==> config.mk <==
export PLATFORM = sky130hd
export DESIGN_NAME = drf_div
export DESIGN_NICKNAME = d
export VERILOG_FILES = /design/src/rtl/drf_div.sv
export SDC_FILE = /design/constraint.sdc
export NUM_CORES = 2
export LEC_CHECK = 0
export BUFFER_PORTS_ARGS = -buffer_cell sky130_fd_sc_hd__buf_2
export CAP_MARGIN = 20
export CORE_MARGIN = 5
export CORE_UTILIZATION = 50
export CTS_CLUSTER_DIAMETER = 150
export CTS_CLUSTER_SIZE = 8
export DETAILED_ROUTE_END_ITERATION = 12
export PLACE_DENSITY = 0.65
export SLEW_MARGIN = 15
export SYNTH_ARGS = -nofsm -noshare
export SYNTH_HDL_FRONTEND = slang
export SYNTH_SLANG_ARGS = --single-unit
export TNS_END_PERCENT = 50
==> constraint.sdc <==
create_clock -name clk -period 4.09 [get_ports clk]
set_clock_uncertainty 0.05 [all_clocks]
set_input_delay 0.818 -clock clk [delete_from_list [all_inputs] [get_ports clk]]
set_output_delay 0.818 -clock clk [all_outputs]
set_load 0.01 [all_outputs]
==> src/rtl/drf_div.sv <==
// Pipelined restoring divider, one quotient bit per stage.
// The quotient must fit in Q_W bits. Depends on nothing.
module drf_div #(
  parameter int NUM_W = 61,
  parameter int DEN_W = 31,
  parameter int Q_W = 31
) (
  input  logic             clk,
  input  logic             en,
  input  logic [NUM_W-1:0] num,
  input  logic [DEN_W-1:0] den,
  output logic [Q_W-1:0]   quo
);

  logic [DEN_W-1:0] rem_s [Q_W];
  logic [Q_W-1:0]   lo_s  [Q_W];
  logic [Q_W-1:0]   quo_s [Q_W];
  logic [DEN_W-1:0] den_s [Q_W];

  for (genvar k = 0; k < Q_W; k++) begin : g_stage
    logic [DEN_W-1:0] cur_rem;
    logic [Q_W-1:0]   cur_lo;
    logic [Q_W-1:0]   cur_quo;
    logic [DEN_W-1:0] cur_den;
    logic [DEN_W:0]   trial;
    logic             take;
    if (k == 0) begin : g_first
      assign cur_rem = DEN_W'(num[NUM_W-1:Q_W]);
      assign cur_lo  = num[Q_W-1:0];
      assign cur_quo = '0;
      assign cur_den = den;
    end else begin : g_next
      assign cur_rem = rem_s[k-1];
      assign cur_lo  = lo_s[k-1];
      assign cur_quo = quo_s[k-1];
      assign cur_den = den_s[k-1];
    end
    assign trial = {cur_rem, cur_lo[Q_W-1]};
    assign take  = trial >= {1'b0, cur_den};
    always_ff @(posedge clk) begin
      if (en) begin
        rem_s[k] <= take ? DEN_W'(trial - {1'b0, cur_den}) : trial[DEN_W-1:0];
        lo_s[k]  <= cur_lo << 1;
        quo_s[k] <= {cur_quo[Q_W-2:0], take};
        den_s[k] <= cur_den;
      end
    end
  end

  assign quo = quo_s[Q_W-1];

endmodule

==> flow_summary.json <==
{
  "slew_violations": 0,
  "async_reset_ff_frac": 0,
  "grt_util_all_layers": 0.208,
  "synth.most_common_cell": "edfxtp_1",
  "initial_core_util": 0.503,
  "numCtsBuffers": 390,
  "die-area_sq_um": 298000,
  "dp_hpwl_um": 234000,
  "fin_tns_setup_ns": 0,
  "die_w_um": 546,
  "pre_cts_slack_ns": -0.147,
  "synth_cell_types": 100,
  "max_stage_delay_ns": 0.64,
  "area_growth_pct": 12.6,
  "num_rows": 196,
  "drv_cap": 0,
  "cp_max_fo": 5,
  "synth_nets": 12900,
  "synthTopCellsByCount": "2821 x edfxtp_1, 1164 x inv_1, 1085 x a21oi_1",
  "tightest_slew_ns": 0.980,
  "period_needed_ns": 3.99,
  "ys_warn_count": 0,
  "final-hold-violation-count": 0,
  "seq_area_sq_um": 84700,
  "viasPerCell": 5.66,
  "grt_pass1_vias": 90300,
  "final_nets": 13500,
  "min_path_type": "in2reg",
  "worst_skew_pair.late_latency_ns": 0.97,
  "synth_edf_count": 2821,
  "critPathSlowestCell": "a211oi_1",
  "synth_area_per_cell_sq_um": 12.1,
  "wire_per_inst_um": 19.6,
  "netlist_top_cells_area": "edfxtp_1 59%, ha_1 8.4%, a21oi_1 3.8%",
  "cp.required_ns": 4.70,
  "status": "complete, no violations",
  "slew_headroom": 0.339,
  "r2r_slack_ns": 0.10,
  "post-route-period-util": 0.975,
  "p_leak_uw": 0.0651,
  "crit_path_cell_trace": "inv_1, ha_1, o21a_1, o31a_1, o21ai_0, a211oi_1, o21ai_0, nand2_1, a21oi_1, o311ai_0, a21oi_1, xnor2_1, mux2_2",
  "setup_viol": 0,
  "critPathLaunchType": "flop",
  "htree_levels": 5,
  "gp_congestion": 0.916,
  "grt_pass1_wl_um": 500000,
  "irDropWorstVdd_uv": 403,
  "ys_ff_latch": 2821,
  "ios": 125,
  "gr-total-overflow": 0,
  "antenna_found_initial": 8,
  "grt_max_degree": 132,
  "layout_setup_ws_ns": 0.101,
  "worstSetupPathType": "reg2reg",
  "multi_input_area_sq_um": 53800,
  "nFillCells": 23000,
  "num_vias": 91700,
  "total_power_uw": 129000,
  "crit_arrival_ns": 4.60,
  "yosysTopAreaCell": "edfxtp_1",
  "core_sq_um": 286000,
  "numClockSinks": 2821,
  "synth_ff_type": "edfxtp_1",
  "synth_top_area_frac": 0.590,
  "p_per_area_nw_per_um2": 799,
  "synth_seq_area_share": 0.590,
  "die_y_um": 546,
  "end_kind": "flop",
  "antenna_left": 0,
  "max_freq_mhz": 251,
  "clock_path_buffers": 4,
  "io_buffers": 124,
  "clockRootBuffer": "clkbuf_16",
  "cts_tree": "done",
  "fin_cells": 16200,
  "drcViolationCount": 0,
  "netlist_area_sq_um": 144000,
  "drive_gt1_frac": 0.0966,
  "placedCellCount": 15700,
  "drt-total-wl_um": 318000,
  "drtIter0Drc": 6872,
  "first_pass_iters": 6,
  "syn_inst": 11900,
  "clk_pin_slew_ns": 0.05
}
## what timing repair did
item,in CTS,in global routing
endpoints found under the setup margin,9,221
gates cloned,0,1
resized for setup,1,25
hold endpoints to repair,56,0
pin swaps,0,8
setup buffers,1,6
hold buffers,56,0
## sequential cells by signal, summed over array words and instances (netlist names)
signal  cells
den_s     930
rem_s     930
quo_s     496
lo_s      465
## power breakdown
group / internal (uW) / switching [uW] / leakage (uW) / total (uW)
Combinational: 24300 / 30300 / 0.0324 / 54600
Clock: 16900 / 11400 / 0.00508 / 28300
Sequential: 41800 / 4440 / 0.0275 / 46200
Total: 83000 / 46100 / 0.0651 / 129000
## area by class of cell
class                   instances  share of cell area
diodes                          3           0.0000464
clock buffers                 394              0.0610
clock inverters                25             0.00329
inverters                    1164              0.0270
multi-input cells            7619               0.333
flip-flops and latches       2821               0.524
well taps                    3762              0.0291
repair buffers                416              0.0231
## per-layer routing
metal  GRT usage  part of all wire  vias to the layer above
li1            -                 -                    44600
met1       0.290              0.46                    44300
met2       0.342              0.47                     2282
met3      0.0241             0.044                      614
met4      0.0646             0.030                        0
met5           0                 0                        -
## critical path: cells and delay by family (launching register included)
| kind | cells | cell delay [ns] |
|---|---|---|
| AOI/OAI and AO/OA | 8 | 2.24 |
| xor gates and xnor gates | 1 | 0.15 |
| adders and majority gates | 1 | 0.35 |
| buffers and inverters | 1 | 0.07 |
| DFF | 1 | 0.42 |
| muxes | 1 | 0.27 |
| and+or+nand+nor | 1 | 0.16 |
## path summary, 6_finish.rpt
check / from / depth (start not counted) / to
worst max-delay path: den_s[8][3] / 13 / rem_s[1][58]
worst min-delay path: den[25] / 1 / den_s[0][25]
worst max register to register: den_s[8][3] / 13 / rem_s[1][58]
worst min register to register: lo_s[0][205] / 0 / lo_s[0][236]
## logic make-up (layout without fill, tap and decap cells)
logic type | Yosys count | count (layout) | synth area share
xor+xnor | 766 | 766 | 0.0467
other cells | 0 | 3 | 0
fa+ha+maj | 991 | 991 | 0.0879
simple gates | 2455 | 2455 | 0.0802
compound gates | 3082 | 3082 | 0.132
buf+inv | 1413 | 1999 | 0.0376
flops | 2821 | 2821 | 0.590
mux | 325 | 325 | 0.0254
## cells in the final DEF (no fill, tap or decap), types with 174 or more instances in the layout
master,instances
a21o_1,462
a21oi_1,1080
buf_4,174
clkbuf_16,395
edfxtp_1,2821
ha_1,961
inv_1,1164
mux2_2,312
nand2_1,689
nor2_1,780
o21ai_0,691
xnor2_1,458
xor2_1,308
## metrics by stage
step / util / hold slack [ns] / cell area, sq um
5_1_grt: 0.566 / 0.0385 / 162000
2_1_floorplan: - / 0.350 / 144000
3_5_place_dp: 0.527 / 0.355 / 151000
3_3_place_gp: 0.527 / 0.350 / 151000
6_report: 0.566 / 0.116 / 162000
4_1_cts: 0.566 / 0.00677 / 162000
Power figures use the tool's default switching activity.
